$ cat src/rtl/sgrg_pkg.sv
// ----------------------------------------------------------------------------
// Scaled glyph rectangle generator: shared package
// Payload types, controller/datapath interface types, register indexes and
// the 5x5 glyph ROM.
// ----------------------------------------------------------------------------
package sgrg_pkg;

    localparam int unsigned CFG_IDX_W = 3;
    localparam int unsigned CFG_DAT_W = 32;
    localparam int unsigned COORD_W   = 13;

    localparam logic [CFG_IDX_W-1:0] CFG_SCALE        = 3'd0;
    localparam logic [CFG_IDX_W-1:0] CFG_SPACING      = 3'd1;
    localparam logic [CFG_IDX_W-1:0] CFG_FILL_COLOUR  = 3'd2;
    localparam logic [CFG_IDX_W-1:0] CFG_FRAME_WIDTH  = 3'd3;
    localparam logic [CFG_IDX_W-1:0] CFG_FRAME_HEIGHT = 3'd4;

    // Index of the last row and the last column of a glyph.
    localparam logic [2:0] GLYPH_LAST = 3'd4;

    typedef struct packed {
        logic [7:0]         char_code;
        logic               new_string;
        logic signed [15:0] start_x;
        logic signed [15:0] start_y;
    } t_in;

    typedef struct packed {
        logic [COORD_W-1:0] rect_left;
        logic [COORD_W-1:0] rect_top;
        logic [COORD_W-1:0] rect_right;
        logic [COORD_W-1:0] rect_bottom;
        logic [31:0]        pixel_value;
        logic               last_rect;
    } t_out;

    typedef struct packed {
        logic load;
        logic step;
        logic flush;
        logic advance;
    } t_cmd;

    typedef struct packed {
        logic kept;
        logic last_cell;
        logic pend_valid;
        logic out_free;
    } t_sts;

    // Glyph bitmap: row 0 sits in bits [24:20]; within a row bit 4 is the
    // leftmost cell. Codes without a glyph are blank.
    function automatic logic [24:0] glyph_rom(input logic [7:0] code);
        logic [24:0] g;
        g = '0;
        unique case (code)
            "a": g = {5'h00, 5'h0E, 5'h0A, 5'h0A, 5'h0F};
            "b": g = {5'h08, 5'h08, 5'h0E, 5'h0A, 5'h0E};
            "c": g = {5'h00, 5'h00, 5'h0E, 5'h08, 5'h0E};
            "d": g = {5'h02, 5'h02, 5'h0E, 5'h0A, 5'h0E};
            "e": g = {5'h0E, 5'h0A, 5'h0E, 5'h08, 5'h0E};
            "f": g = {5'h06, 5'h04, 5'h0E, 5'h04, 5'h04};
            "g": g = {5'h0E, 5'h0A, 5'h0E, 5'h02, 5'h06};
            "h": g = {5'h08, 5'h08, 5'h0E, 5'h0A, 5'h0A};
            "i": g = {5'h00, 5'h04, 5'h00, 5'h04, 5'h04};
            "k": g = {5'h0A, 5'h0C, 5'h08, 5'h0C, 5'h0A};
            "l": g = {5'h08, 5'h08, 5'h08, 5'h08, 5'h06};
            "m": g = {5'h00, 5'h00, 5'h0A, 5'h15, 5'h11};
            "n": g = {5'h00, 5'h06, 5'h0A, 5'h0A, 5'h0A};
            "o": g = {5'h00, 5'h0E, 5'h11, 5'h11, 5'h0E};
            "p": g = {5'h00, 5'h0E, 5'h0A, 5'h0E, 5'h08};
            "r": g = {5'h00, 5'h16, 5'h0C, 5'h08, 5'h08};
            "s": g = {5'h06, 5'h08, 5'h0C, 5'h02, 5'h0E};
            "t": g = {5'h04, 5'h04, 5'h0E, 5'h04, 5'h06};
            "u": g = {5'h00, 5'h00, 5'h0A, 5'h0A, 5'h0E};
            "w": g = {5'h00, 5'h11, 5'h11, 5'h15, 5'h0A};
            "y": g = {5'h0A, 5'h0A, 5'h04, 5'h04, 5'h08};
            "A": g = {5'h0E, 5'h1B, 5'h1F, 5'h11, 5'h11};
            "B": g = {5'h0E, 5'h0B, 5'h0E, 5'h0B, 5'h0E};
            "C": g = {5'h0F, 5'h10, 5'h10, 5'h10, 5'h0F};
            "D": g = {5'h1E, 5'h11, 5'h11, 5'h11, 5'h1E};
            "E": g = {5'h1F, 5'h10, 5'h1F, 5'h10, 5'h1F};
            "F": g = {5'h1C, 5'h10, 5'h1C, 5'h10, 5'h10};
            "G": g = {5'h1C, 5'h10, 5'h14, 5'h16, 5'h1C};
            "H": g = {5'h11, 5'h11, 5'h1F, 5'h11, 5'h11};
            "I": g = {5'h0E, 5'h04, 5'h04, 5'h04, 5'h0E};
            "K": g = {5'h13, 5'h16, 5'h18, 5'h16, 5'h13};
            "L": g = {5'h10, 5'h10, 5'h10, 5'h10, 5'h1F};
            "M": g = {5'h11, 5'h1B, 5'h15, 5'h11, 5'h11};
            "N": g = {5'h11, 5'h19, 5'h15, 5'h13, 5'h11};
            "O": g = {5'h0E, 5'h11, 5'h11, 5'h11, 5'h0E};
            "P": g = {5'h1C, 5'h14, 5'h1C, 5'h10, 5'h10};
            "R": g = {5'h1C, 5'h12, 5'h1C, 5'h16, 5'h11};
            "S": g = {5'h0E, 5'h08, 5'h0E, 5'h02, 5'h0E};
            "T": g = {5'h1F, 5'h04, 5'h04, 5'h04, 5'h04};
            "U": g = {5'h11, 5'h11, 5'h11, 5'h11, 5'h1F};
            "V": g = {5'h11, 5'h1B, 5'h0A, 5'h0A, 5'h04};
            "W": g = {5'h11, 5'h11, 5'h11, 5'h15, 5'h0A};
            "X": g = {5'h11, 5'h0A, 5'h04, 5'h0A, 5'h11};
            "Y": g = {5'h11, 5'h0A, 5'h04, 5'h04, 5'h04};
            8'h2C: g = {5'h00, 5'h00, 5'h00, 5'h02, 5'h04}; // comma
            8'h3A: g = {5'h00, 5'h04, 5'h00, 5'h04, 5'h00}; // colon
            8'h27: g = {5'h08, 5'h08, 5'h00, 5'h00, 5'h00}; // apostrophe
            8'h21: g = {5'h04, 5'h04, 5'h04, 5'h00, 5'h04}; // exclamation
            8'h2E: g = {5'h00, 5'h00, 5'h00, 5'h00, 5'h02}; // full stop
            8'h2D: g = {5'h00, 5'h00, 5'h0E, 5'h00, 5'h00}; // minus
            8'h2B: g = {5'h04, 5'h04, 5'h1F, 5'h04, 5'h04}; // plus
            "1": g = {5'h04, 5'h0C, 5'h14, 5'h04, 5'h0E};
            "2": g = {5'h0C, 5'h12, 5'h04, 5'h08, 5'h1F};
            "3": g = {5'h0E, 5'h02, 5'h0E, 5'h02, 5'h0E};
            "4": g = {5'h06, 5'h04, 5'h0A, 5'h1E, 5'h02};
            "5": g = {5'h0E, 5'h08, 5'h0E, 5'h03, 5'h0E};
            "6": g = {5'h0E, 5'h08, 5'h0E, 5'h0A, 5'h0E};
            "7": g = {5'h1F, 5'h02, 5'h1F, 5'h08, 5'h10};
            "8": g = {5'h0E, 5'h0A, 5'h0E, 5'h0A, 5'h06};
            "9": g = {5'h0E, 5'h0A, 5'h0E, 5'h02, 5'h0E};
            "0": g = {5'h0E, 5'h0A, 5'h0A, 5'h0A, 5'h0E};
            default: g = '0;
        endcase
        return g;
    endfunction

endpackage

$ cat src/rtl/sgrg_ctrl.sv
// ----------------------------------------------------------------------------
// Scaled glyph rectangle generator: controller
// Sequences one character: load, a scan of the 25 glyph cells, and a final
// flush of the held rectangle, if any, together with the cursor advance.
// ----------------------------------------------------------------------------
module sgrg_ctrl (
    input  logic          i_clk,
    input  logic          i_rst_n,
    input  logic          i_in_valid,
    output logic          o_in_ready,
    input  sgrg_pkg::t_sts i_sts,
    output sgrg_pkg::t_cmd o_cmd
);

    typedef enum logic [1:0] {
        S_IDLE,
        S_SCAN,
        S_FLUSH
    } t_state;

    t_state r_state;
    t_state n_state;

    always_ff @(posedge i_clk) begin
        if (!i_rst_n) begin
            r_state <= S_IDLE;
        end else begin
            r_state <= n_state;
        end
    end

    always_comb begin
        n_state    = r_state;
        o_cmd      = '0;
        o_in_ready = (r_state == S_IDLE);
        unique case (r_state)
            S_IDLE: begin
                if (i_in_valid) begin
                    o_cmd.load = 1'b1;
                    n_state    = S_SCAN;
                end
            end
            S_SCAN: begin
                // A kept cell must push the held rectangle out first.
                if (!(i_sts.kept && i_sts.pend_valid && !i_sts.out_free)) begin
                    o_cmd.step = 1'b1;
                    if (i_sts.last_cell) begin
                        n_state = S_FLUSH;
                    end
                end
            end
            S_FLUSH: begin
                if (!i_sts.pend_valid) begin
                    o_cmd.advance = 1'b1;
                    n_state       = S_IDLE;
                end else if (i_sts.out_free) begin
                    o_cmd.flush   = 1'b1;
                    o_cmd.advance = 1'b1;
                    n_state       = S_IDLE;
                end
            end
            default: begin
                n_state = S_IDLE;
            end
        endcase
    end

endmodule

$ cat src/rtl/sgrg_datapath.sv
// ----------------------------------------------------------------------------
// Scaled glyph rectangle generator: datapath
// Configuration registers, text cursor, glyph cell walker, rectangle clamp,
// one held rectangle and the output register.
// ----------------------------------------------------------------------------
module sgrg_datapath #(
    parameter int unsigned FRAME_MAX = 4096
) (
    input  logic                             i_clk,
    input  logic                             i_rst_n,
    input  logic                             i_cfg_valid,
    input  logic [sgrg_pkg::CFG_IDX_W-1:0]   i_cfg_index,
    input  logic [sgrg_pkg::CFG_DAT_W-1:0]   i_cfg_data,
    input  sgrg_pkg::t_in                    i_in_data,
    input  sgrg_pkg::t_cmd                   i_cmd,
    output sgrg_pkg::t_sts                   o_sts,
    output logic                             o_out_valid,
    input  logic                             i_out_ready,
    output sgrg_pkg::t_out                   o_out_data
);

    localparam logic signed [25:0] COL_MAX = 26'sd8388607;
    localparam logic signed [25:0] COL_MIN = -26'sd8388608;

    function automatic logic [12:0] clamp(input logic signed [25:0] v,
                                          input logic [12:0] lim);
        logic [12:0] res;
        if (v[25]) begin
            res = '0;
        end else if (v[24:0] > {12'b0, lim}) begin
            res = lim;
        end else begin
            res = v[12:0];
        end
        return res;
    endfunction

    logic [5:0]         r_scale;
    logic signed [7:0]  r_spacing;
    logic [31:0]        r_fill;
    logic [12:0]        r_fwidth;
    logic [12:0]        r_fheight;

    logic signed [23:0] r_cur_col;
    logic signed [15:0] r_cur_row;

    logic [24:0]        r_glyph;
    logic [2:0]         r_col;
    logic [2:0]         r_row;
    logic [7:0]         r_xoff;
    logic [7:0]         r_yoff;

    logic               r_pend_valid;
    sgrg_pkg::t_out     r_pend;
    logic               r_out_valid;
    sgrg_pkg::t_out     r_out;

    logic [12:0]        lim_x;
    logic [12:0]        lim_y;
    logic signed [25:0] x0;
    logic signed [25:0] x1;
    logic signed [25:0] y0;
    logic signed [25:0] y1;
    sgrg_pkg::t_out     cur_rect;
    sgrg_pkg::t_out     flush_rect;
    logic               kept;
    logic               out_free;
    logic               emit_step;
    logic [8:0]         adv_step;
    logic signed [25:0] adv;

    // Configuration registers; indexes beyond the list are ignored.
    always_ff @(posedge i_clk) begin
        if (!i_rst_n) begin
            r_scale   <= 6'd1;
            r_spacing <= '0;
            r_fill    <= 32'hFFFF_FFFF;
            r_fwidth  <= 13'd640;
            r_fheight <= 13'd480;
        end else if (i_cfg_valid) begin
            unique case (i_cfg_index)
                sgrg_pkg::CFG_SCALE:        r_scale   <= i_cfg_data[5:0];
                sgrg_pkg::CFG_SPACING:      r_spacing <= i_cfg_data[7:0];
                sgrg_pkg::CFG_FILL_COLOUR:  r_fill    <= i_cfg_data;
                sgrg_pkg::CFG_FRAME_WIDTH:  r_fwidth  <= i_cfg_data[12:0];
                sgrg_pkg::CFG_FRAME_HEIGHT: r_fheight <= i_cfg_data[12:0];
                default: begin
                end
            endcase
        end
    end

    assign lim_x = ({19'b0, r_fwidth} > 32'(FRAME_MAX)) ? 13'(FRAME_MAX) : r_fwidth;
    assign lim_y = ({19'b0, r_fheight} > 32'(FRAME_MAX)) ? 13'(FRAME_MAX) : r_fheight;

    // Rectangle of the current cell.
    assign x0 = {{2{r_cur_col[23]}}, r_cur_col} + {18'b0, r_xoff};
    assign x1 = x0 + {20'b0, r_scale};
    assign y0 = {{10{r_cur_row[15]}}, r_cur_row} + {18'b0, r_yoff};
    assign y1 = y0 + {20'b0, r_scale};

    always_comb begin
        cur_rect.rect_left   = clamp(x0, lim_x);
        cur_rect.rect_right  = clamp(x1, lim_x);
        cur_rect.rect_top    = clamp(y0, lim_y);
        cur_rect.rect_bottom = clamp(y1, lim_y);
        cur_rect.pixel_value = r_fill;
        cur_rect.last_rect   = 1'b0;
    end

    // The held rectangle as it leaves at the end of a character.
    always_comb begin
        flush_rect           = r_pend;
        flush_rect.last_rect = 1'b1;
    end

    assign kept = r_glyph[24]
               && (cur_rect.rect_left < cur_rect.rect_right)
               && (cur_rect.rect_top < cur_rect.rect_bottom);

    assign out_free  = !r_out_valid || i_out_ready;
    assign emit_step = i_cmd.step && kept && r_pend_valid;

    always_comb begin
        o_sts.kept       = kept;
        o_sts.last_cell  = (r_row == sgrg_pkg::GLYPH_LAST) && (r_col == sgrg_pkg::GLYPH_LAST);
        o_sts.pend_valid = r_pend_valid;
        o_sts.out_free   = out_free;
    end

    // Cursor advance: scale * 6 + spacing, saturated to 24 bits signed.
    assign adv_step = {1'b0, r_scale, 2'b0} + {2'b0, r_scale, 1'b0};
    assign adv      = {{2{r_cur_col[23]}}, r_cur_col} + {17'b0, adv_step}
                    + {{18{r_spacing[7]}}, r_spacing};

    always_ff @(posedge i_clk) begin
        if (!i_rst_n) begin
            r_cur_col <= '0;
            r_cur_row <= '0;
        end else if (i_cmd.load && i_in_data.new_string) begin
            r_cur_col <= {{8{i_in_data.start_x[15]}}, i_in_data.start_x};
            r_cur_row <= i_in_data.start_y;
        end else if (i_cmd.advance) begin
            if (adv > COL_MAX) begin
                r_cur_col <= COL_MAX[23:0];
            end else if (adv < COL_MIN) begin
                r_cur_col <= COL_MIN[23:0];
            end else begin
                r_cur_col <= adv[23:0];
            end
        end
    end

    // Cell walker: glyph shifts left one cell per step.
    always_ff @(posedge i_clk) begin
        if (i_cmd.load) begin
            r_glyph <= sgrg_pkg::glyph_rom(i_in_data.char_code);
            r_col   <= '0;
            r_row   <= '0;
            r_xoff  <= '0;
            r_yoff  <= {r_scale, 2'b0};
        end else if (i_cmd.step) begin
            r_glyph <= {r_glyph[23:0], 1'b0};
            if (r_col == sgrg_pkg::GLYPH_LAST) begin
                r_col  <= '0;
                r_row  <= r_row + 3'd1;
                r_xoff <= '0;
                r_yoff <= r_yoff - {2'b0, r_scale};
            end else begin
                r_col  <= r_col + 3'd1;
                r_xoff <= r_xoff + {2'b0, r_scale};
            end
        end
    end

    // Valid flags of the held rectangle and the output register.
    always_ff @(posedge i_clk) begin
        if (!i_rst_n) begin
            r_pend_valid <= 1'b0;
            r_out_valid  <= 1'b0;
        end else begin
            if (i_cmd.flush) begin
                r_pend_valid <= 1'b0;
            end else if (i_cmd.step && kept) begin
                r_pend_valid <= 1'b1;
            end
            if (emit_step || i_cmd.flush) begin
                r_out_valid <= 1'b1;
            end else if (i_out_ready) begin
                r_out_valid <= 1'b0;
            end
        end
    end

    always_ff @(posedge i_clk) begin
        if (i_cmd.step && kept) begin
            r_pend <= cur_rect;
        end
        if (emit_step) begin
            r_out <= r_pend;
        end else if (i_cmd.flush) begin
            r_out <= flush_rect;
        end
    end

    assign o_out_valid = r_out_valid;
    assign o_out_data  = r_out;

endmodule

$ cat src/rtl/scaled_glyph_rect_generator_core.sv
// ----------------------------------------------------------------------------
// Scaled glyph rectangle generator
// Turns each character into the scaled, frame-clamped fill rectangles of
// its 5x5 glyph and keeps the text cursor.
// ----------------------------------------------------------------------------
// Usage. Characters arrive as requests on the input channel (i_in_*), each
// carrying a code and, with new_string set, a new cursor start position.
// Every lit glyph cell that stays non-empty after clamping to the frame
// leaves as one rectangle request on the output channel (o_out_*), row by
// row and left to right; the final rectangle of a character has last_rect
// set, and a character with nothing visible produces no request at all.
// Registers (scale, spacing, fill colour, frame width and height) are
// written through the configuration channel, which is always ready; they
// should only be changed while the block is idle.
// Timing: one glyph cell is examined per cycle while the receiver keeps up;
// a character passes through a load, a scan of its 25 cells and a flush.
// Each rectangle is held back until the next kept cell (or the end of the
// scan) shows whether it is the last one. If the receiver stalls, the scan
// pauses on a kept cell, and the flush waits, until the output register
// frees. Reset clears the cursor to the origin, returns the registers to
// their defaults and drops any request in flight.
// ----------------------------------------------------------------------------
module scaled_glyph_rect_generator_core #(
    parameter int unsigned FRAME_MAX = 4096
) (
    input  logic                             i_clk,
    input  logic                             i_rst_n,
    input  logic                             i_cfg_valid,
    output logic                             o_cfg_ready,
    input  logic [sgrg_pkg::CFG_IDX_W-1:0]   i_cfg_index,
    input  logic [sgrg_pkg::CFG_DAT_W-1:0]   i_cfg_data,
    input  logic                             i_in_valid,
    output logic                             o_in_ready,
    input  sgrg_pkg::t_in                    i_in_data,
    output logic                             o_out_valid,
    input  logic                             i_out_ready,
    output sgrg_pkg::t_out                   o_out_data
);

    sgrg_pkg::t_cmd cmd;
    sgrg_pkg::t_sts sts;

    // Register writes go straight into the datapath registers, so the port never pushes back.
    assign o_cfg_ready = 1'b1;

    sgrg_ctrl u_ctrl (
        .i_clk      (i_clk),
        .i_rst_n    (i_rst_n),
        .i_in_valid (i_in_valid),
        .o_in_ready (o_in_ready),
        .i_sts      (sts),
        .o_cmd      (cmd)
    );

    sgrg_datapath #(
        .FRAME_MAX (FRAME_MAX)
    ) u_datapath (
        .i_clk       (i_clk),
        .i_rst_n     (i_rst_n),
        .i_cfg_valid (i_cfg_valid),
        .i_cfg_index (i_cfg_index),
        .i_cfg_data  (i_cfg_data),
        .i_in_data   (i_in_data),
        .i_cmd       (cmd),
        .o_sts       (sts),
        .o_out_valid (o_out_valid),
        .i_out_ready (i_out_ready),
        .o_out_data  (o_out_data)
    );

endmodule

$ cat config.mk
export PLATFORM = sky130hd
export DESIGN_NAME = scaled_glyph_rect_generator_core
export DESIGN_NICKNAME = d
export VERILOG_FILES = /design/src/rtl/sgrg_pkg.sv /design/src/rtl/sgrg_ctrl.sv /design/src/rtl/sgrg_datapath.sv /design/src/rtl/scaled_glyph_rect_generator_core.sv
export SDC_FILE = /design/constraint.sdc
export NUM_CORES = 1
export LEC_CHECK = 0
export BUFFER_PORTS_ARGS = -buffer_cell sky130_fd_sc_hd__buf_2
export CAP_MARGIN = 5
export CORE_MARGIN = 5
export CORE_UTILIZATION = 45
export CTS_CLUSTER_DIAMETER = 40
export DETAILED_ROUTE_END_ITERATION = 16
export PLACE_DENSITY = 0.67
export SLEW_MARGIN = 20
export SYNTH_ARGS = -nofsm -noshare
export SYNTH_HDL_FRONTEND = slang
export SYNTH_SLANG_ARGS = --single-unit
export TNS_END_PERCENT = 100
$ cat constraint.sdc
create_clock -name i_clk -period 22.1 [get_ports i_clk]
set_input_delay 3.315 -clock i_clk [delete_from_list [all_inputs] [get_ports i_clk]]
set_output_delay 3.315 -clock i_clk [all_outputs]
set_load 0.1 [all_outputs]
### Word-level counts from Yosys, hierarchy flattened

Memory sizes are Yosys's and may differ from the RTL's.
Index checks and enable logic that the tools add are counted.

* add/subtract/negate cells: 11
* multiply operators: 0
* div/mod/pow operators: 0
* $lt $le $gt $ge: 10
* eq/ne operators: 12
* shift-type cells: 0
* muxes and demuxes: 40
* bitwise logic cells: 1
* reductions and logical operators: 28

Operator list (count)
* $mux 85: 2
* $mux 13: 10
* $gt 25x13->1: 4
* $mux 24: 4
* $mux 25: 3
* $add 26x6->26: 2
* $mux 8: 4
* $add 26x26->26: 1
* $gt 13x13->1 const B: 2
* $gt 26x24->1 const B: 1
* $lt 13x13->1: 2
* $lt 26x24->1 const B: 1
* $add 24x10->25: 1
* $add 24x9->25: 1
* $add 16x9->17: 1
* $mux 2: 7
* $reduce_and 2->1: 7
* $reduce_bool 2->1: 5
* $add 8x7->9: 1
* $eq 3x3->1 const B: 3
* $add 8x6->8: 1
* $logic_and 1x1->1: 8
* $mux 1: 8
* $sub 8x6->8: 1
* 16 further kinds: 22

* bits in registers: 332
* bits in latches: 0
* RAM bits: 0
* ROM bits: 3200
* input port bits: 81
* output and inout port bits: 88
* word-level logic and storage cells: 130
* memories kept: 1

Memory list
* (no name shown): depth 128, bits a word 25, rd ports 1, clocked after Yosys merged registers in 0, write ports 0, line sgrg_pkg.sv:56 `unique case (code)`

### Logic depth before layout (Yosys ltp)

* word-level depth: 16
* depth in mapped cells: 39
* depth with buffers taken out: 38

### Hierarchy

Synthesis repeated with hierarchy kept, for this count alone.

* cell total of the unflattened synthesis: 2363
* area total of the unflattened synthesis: 21559.4 sq um

By module, submodules not included
* sgrg_datapath: instances 1, cells each 2344, area each 21404.3 sq um, seq. area each 8608.3 sq um
* sgrg_ctrl: instances 1, cells each 17, area each 143.9 sq um, seq. area each 40.0 sq um
* scaled_glyph_rect_generator_core: instances 1, cells each 2, area each 11.3 sq um, seq. area each 0.0 sq um

### Least setup slack after synthesis

No wires, ideal clock.

* path kind: flip-flop to flip-flop
* from: reg u_datapath.r_xoff[0]
* to: reg u_datapath.r_out, in the netlist u_datapath.o_out_data[0] (enable)
* setup time: 450 ps
* data arrival time: 14425 ps
* required time: 21650 ps
* slack: 7225 ps
* stages on the path, launching flop included: 34
* path buffers: 1
* clock period less this slack: 14875 ps
* path through: dfxtp_1 -> ha_1 -> inv_1 -> fa_1 -> xnor2_1 -> ha_1 -> nor2b_1 -> o21ai_0 -> nand2b_1 -> a31oi_1 -> and2b_1 -> and3_1 -> a21oi_1 -> xnor2_1 -> ha_1 -> nand4_1 -> nor4_1 -> a21oi_1 -> a311oi_1 -> nor4b_2 -> o21a_1 -> buf_4 -> mux2_2 -> nand2_1 -> ha_1 -> a21o_1 -> a21o_1 -> a21oi_1 -> nor2b_1 -> a31oi_1 -> inv_1 -> o2111ai_2 -> nor3_1 -> o21a_1

* longest elaborated chain between the ends: 15
* elaborated cells on any way between the ends: 18
* classes of those cells: add/sub: 2; order compare: 3; mux: 6; reduce/logical: 7

Ends and longest elaborated chain
* start, declared: line sgrg_datapath.sv:50 `logic [7:0] r_xoff;`
* start signal, assigned: line sgrg_datapath.sv:171 `r_xoff <= r_xoff + {2'b0, r_scale};`
* $add 24x9->25 (*): line sgrg_datapath.sv:97 `assign x0 = {{2{r_cur_col[23]}}, r_cur_col} + {18'b0, r_xoff};`
* $add 26x6->26: line sgrg_datapath.sv:98 `assign x1 = x0 + {20'b0, r_scale};`
* $gt 25x13->1: line sgrg_datapath.sv:30 `end else if (v[24:0] > {12'b0, lim}) begin`
* $mux 13: line sgrg_datapath.sv:30
* $mux 13: line sgrg_datapath.sv:28 `if (v[25]) begin`
* $lt 13x13->1 (*): line sgrg_datapath.sv:118 `&& (cur_rect.rect_left < cur_rect.rect_right)`
* $logic_and 1x1->1 (*): line sgrg_datapath.sv:118
* $logic_and 1x1->1 (*): line sgrg_datapath.sv:119 `&& (cur_rect.rect_top < cur_rect.rect_bottom);`
* $logic_and 1x1->1 (2 in series): line sgrg_ctrl.sv:45 `if (!(i_sts.kept && i_sts.pend_valid && !i_sts.out_free)) begin`
* $mux 1: line sgrg_ctrl.sv:45
* $mux 1: line sgrg_ctrl.sv:36 `unique case (r_state)`
* $logic_and 1x1->1 (*) (2 in series): line sgrg_datapath.sv:122 `assign emit_step = i_cmd.step && kept && r_pend_valid;`
* $reduce_bool 2->1 (no line) (*)
* end signal, assigned: line sgrg_datapath.sv:200 `r_out <= r_pend;`
* end signal, assigned: line sgrg_datapath.sv:202 `r_out <= flush_rect;`
* end, declared: line sgrg_datapath.sv:56 `sgrg_pkg::t_out r_out;`

Mark *: on every way between the ends. The rest lies on a longest branch, timed or not.
A chain may end at the register's enable or synchronous reset.

### Worst setup path in the final report

* from: reg u_datapath.r_cur_col[0]
* to: reg u_datapath.r_out, in the netlist u_datapath.o_out_data[72] (enable)

* longest elaborated chain between the ends: 15
* elaborated cells on any way between the ends: 18
* classes of those cells: add/sub: 2; order compare: 3; mux: 6; reduce/logical: 7

Ends and longest elaborated chain
* start, declared: line sgrg_datapath.sv:44 `logic signed [23:0] r_cur_col;`
* start signal, assigned: line sgrg_datapath.sv:141 `r_cur_col <= {{8{i_in_data.start_x[15]}}, i_in_data.start_x};`
* start signal, assigned: line sgrg_datapath.sv:145 `r_cur_col <= COL_MAX[23:0];`
* start signal, assigned: line sgrg_datapath.sv:147 `r_cur_col <= COL_MIN[23:0];`
* $add 24x9->25 (*): line sgrg_datapath.sv:97
* $add 26x6->26: line sgrg_datapath.sv:98
* $gt 25x13->1: line sgrg_datapath.sv:30
* $mux 13: line sgrg_datapath.sv:30
* $mux 13: line sgrg_datapath.sv:28
* $lt 13x13->1 (*): line sgrg_datapath.sv:118
* $logic_and 1x1->1 (*): line sgrg_datapath.sv:118
* $logic_and 1x1->1 (*): line sgrg_datapath.sv:119
* $logic_and 1x1->1 (2 in series): line sgrg_ctrl.sv:45
* $mux 1: line sgrg_ctrl.sv:45
* $mux 1: line sgrg_ctrl.sv:36
* $logic_and 1x1->1 (*) (2 in series): line sgrg_datapath.sv:122
* $reduce_bool 2->1 (no line) (*)

Marked as above.

==> run metrics <==
sequential-to-total area share from yosys stat=40.4%; Reg clk slew, reported paths=0.06 ns; crit start category=register; Pre-antenna DRT Iters=6; CTS root buf=clkbuf_16; final wirelength=60.0 mm; clock latency at the later pin of the worst-skew pair=0.59 ns; Rel. slew slack=25.9%; commonest non-fill, non-tap cell in the layout=nand2_1; post-CTS sizing=0; Primary FF master, synth=edfxtp_1; WP data arrival=9.46 ns; DRT iter0 DRCs=1,422; initial core utilization=45.1%; unrepaired setup endpoints after global routing=no; final setup fails=0; Cells after Synth=2,374; CTS tree=built; dpl cells=3,058; kind of critical path=register to register; Cell Area, Synth=21,400 sq um; Peak VDD IR=0.0564 mV; Distinct cells, synth=94; post-route insts no fill=3,149; Routed Antenna Nets=0; HP Class=register to register; crit-path max FO=48; largest net degree at the start of global routing=111; Least-Margin Pin Slew=1.11 ns; fillcell total=4,437; Slew Limit Fails=0; vias in the first global route=17,500; Period minus WS final=9.24 ns; H-tree depth=2; P&R area growth vs syn=13.6%; status=complete, no violations; die area=52,000 sq um; Die Ht=228 microns; Max Clk Rate=108 MHz; first-pass GRT wire length=95.4 mm; row cnt=80; kind of end point of the critical path=register; Post-synth EDFFs=200; syn_nets=2,640; pwr/cell area=76.0 nW/um^2; fin nets=2,758; WL per Instance=19.1 microns; layout cells sized above 1=12.8%; global-route usage over all layers=22.2%; Synth Warn #=0; CTS Sinks=332; Slowest cell on crit path=buf_4; routability cong.=0.950; # IOs=169; Synth Register Bits=332; Final Hold Violating Endpoints=0; Vias/cell=5.71; CP required=22.32 ns; commonest cells after routing, fill and taps aside=nand2_1, edfxtp_1, ha_1; CORE AREA=47,400 sq um; Clock Tree Buf Depth=3; total gr overflow=0; FFs w/ async S/R, synth=0%; hold slack=0.411 ns; CTS Buf Count=47; Via Count=18,000; max incr delay on CP=0.60 ns; Hold Buf Count CTS=0; drt drc=0; Post-CTS Setup Bufs=0; Port Buf Inserts=167; flop2flop setup slack=12.86 ns; Post-Route Skew=0.0208 ns; period utilisation layout=41.8%; Die Width=228 microns; most frequent CP cell=ha_1; initial antenna violation count=1; Syn Area/Cell=9.02 sq um; Pleak=10.2 nW; setup_tns=0 ns; max capacitance violation total=0; placed wire-length estimate=45.3 mm
[flip-flops by register name, indices dropped and copies added, names as in the netlist, 8 cells and up]
register	flops
u_datapath.o_out_data	85
u_datapath.flush_rect	84
u_datapath.r_fill	32
u_datapath.r_glyph	25
u_datapath.r_cur_col	24
u_datapath.r_cur_row	16
u_datapath.r_fheight	13
u_datapath.r_fwidth	13
u_datapath.r_spacing	8
u_datapath.r_xoff	8
u_datapath.r_yoff	8
[final timing paths]
check	startpoint	endpoint	cells past startpoint
worst max-delay path	u_datapath.r_cur_col[0]$_SDFFE_PN0P_	u_datapath.o_out_data[72]$_DFFE_PP_	33
worst min-delay path	u_datapath.flush_rect[46]$_DFFE_PP_	u_datapath.o_out_data[46]$_DFFE_PP_	0
worst max register to register	u_datapath.r_cur_col[0]$_SDFFE_PN0P_	u_datapath.o_out_data[72]$_DFFE_PP_	33
worst min register to register	u_datapath.flush_rect[46]$_DFFE_PP_	u_datapath.o_out_data[46]$_DFFE_PP_	0
[synth_stat cells (47+ instances only)]
| cell type | count | area share [%] |
|---|---|---|
| xnor2_1 | 68 | 2.8 |
| a21o_1 | 47 | 1.6 |
| inv_1 | 114 | 2.0 |
| ha_1 | 176 | 10 |
| o21ai_0 | 142 | 3.3 |
| nor2b_1 | 59 | 1.7 |
| a21oi_1 | 162 | 3.8 |
| dfxtp_1 | 132 | 12 |
| a21boi_0 | 56 | 2.0 |
| nor2_1 | 148 | 2.6 |
| nand2_1 | 380 | 6.7 |
| edfxtp_1 | 200 | 28 |
| clkbuf_1 | 83 | 1.5 |
| nand3_1 | 90 | 2.1 |
[stage by stage]
stage                     area [sq um]  setup WS, ns  util [%]  power [mW]
after detailed placement         22700         12.97      47.9        1.10
after CTS                        24300         12.97      51.2        1.86
after global placement           22700         13.37      47.9        1.09
final                            24300         12.86      51.2        1.85
after floorplan                  21400          7.22         -       0.998
after global routing             24300         12.13      51.2        1.93
[final cells by class]
cell class                 count  area (sq um)  share of cell area [%]
antenna                        3          7.51                  0.0309
clock buffer                  51          1190                    4.90
clock inverter                37           408                    1.68
inverter                     116           435                    1.79
multi-input combinational   1812         11900                    48.9
sequential                   332          8650                    35.6
tap                          615           769                    3.16
timing repair buffer         183           962                    3.96
[cell families after synthesis]
| kind of cell | count (synthesis) | synth area share (%) |
|---|---|---|
| DFF | 332 | 40.4 |
| other | 1 | 0.0175 |
| adders and majority gates | 185 | 11.1 |
| and+or+nand+nor | 839 | 18.1 |
| muxes | 62 | 3.11 |
| buffers and inverters | 230 | 4.15 |
| AOI/OAI and AO/OA | 622 | 18.9 |
| xor gates and xnor gates | 103 | 4.21 |
[report_power, final]
part           switching (mW)  internal (mW)  total, mW
sequential             0.0222          0.695      0.717
combinational           0.232          0.145      0.377
clock                   0.311          0.443      0.754
total                   0.565           1.28       1.85
[metal layers]
layer | track usage (%) | wire (microns) | vias to the layer above
li1 | - | - | 8783
met1 | 30.7 | 27200 | 8538
met2 | 36.1 | 27500 | 576
met3 | 3.73 | 3730 | 96
met4 | 6.54 | 1550 | 2
met5 | 0 | 10 | -
[worst max-delay path: cells and delay by family, from the launching register on]
family | cells | cell delay [ns]
simple gates | 10 | 2.28
flops | 1 | 0.36
buf+inv | 3 | 0.81
xor+xnor | 2 | 0.49
compound gates | 12 | 2.91
mux | 1 | 0.39
fa+ha+maj | 5 | 1.56
Power figures use the tool's default switching activity.
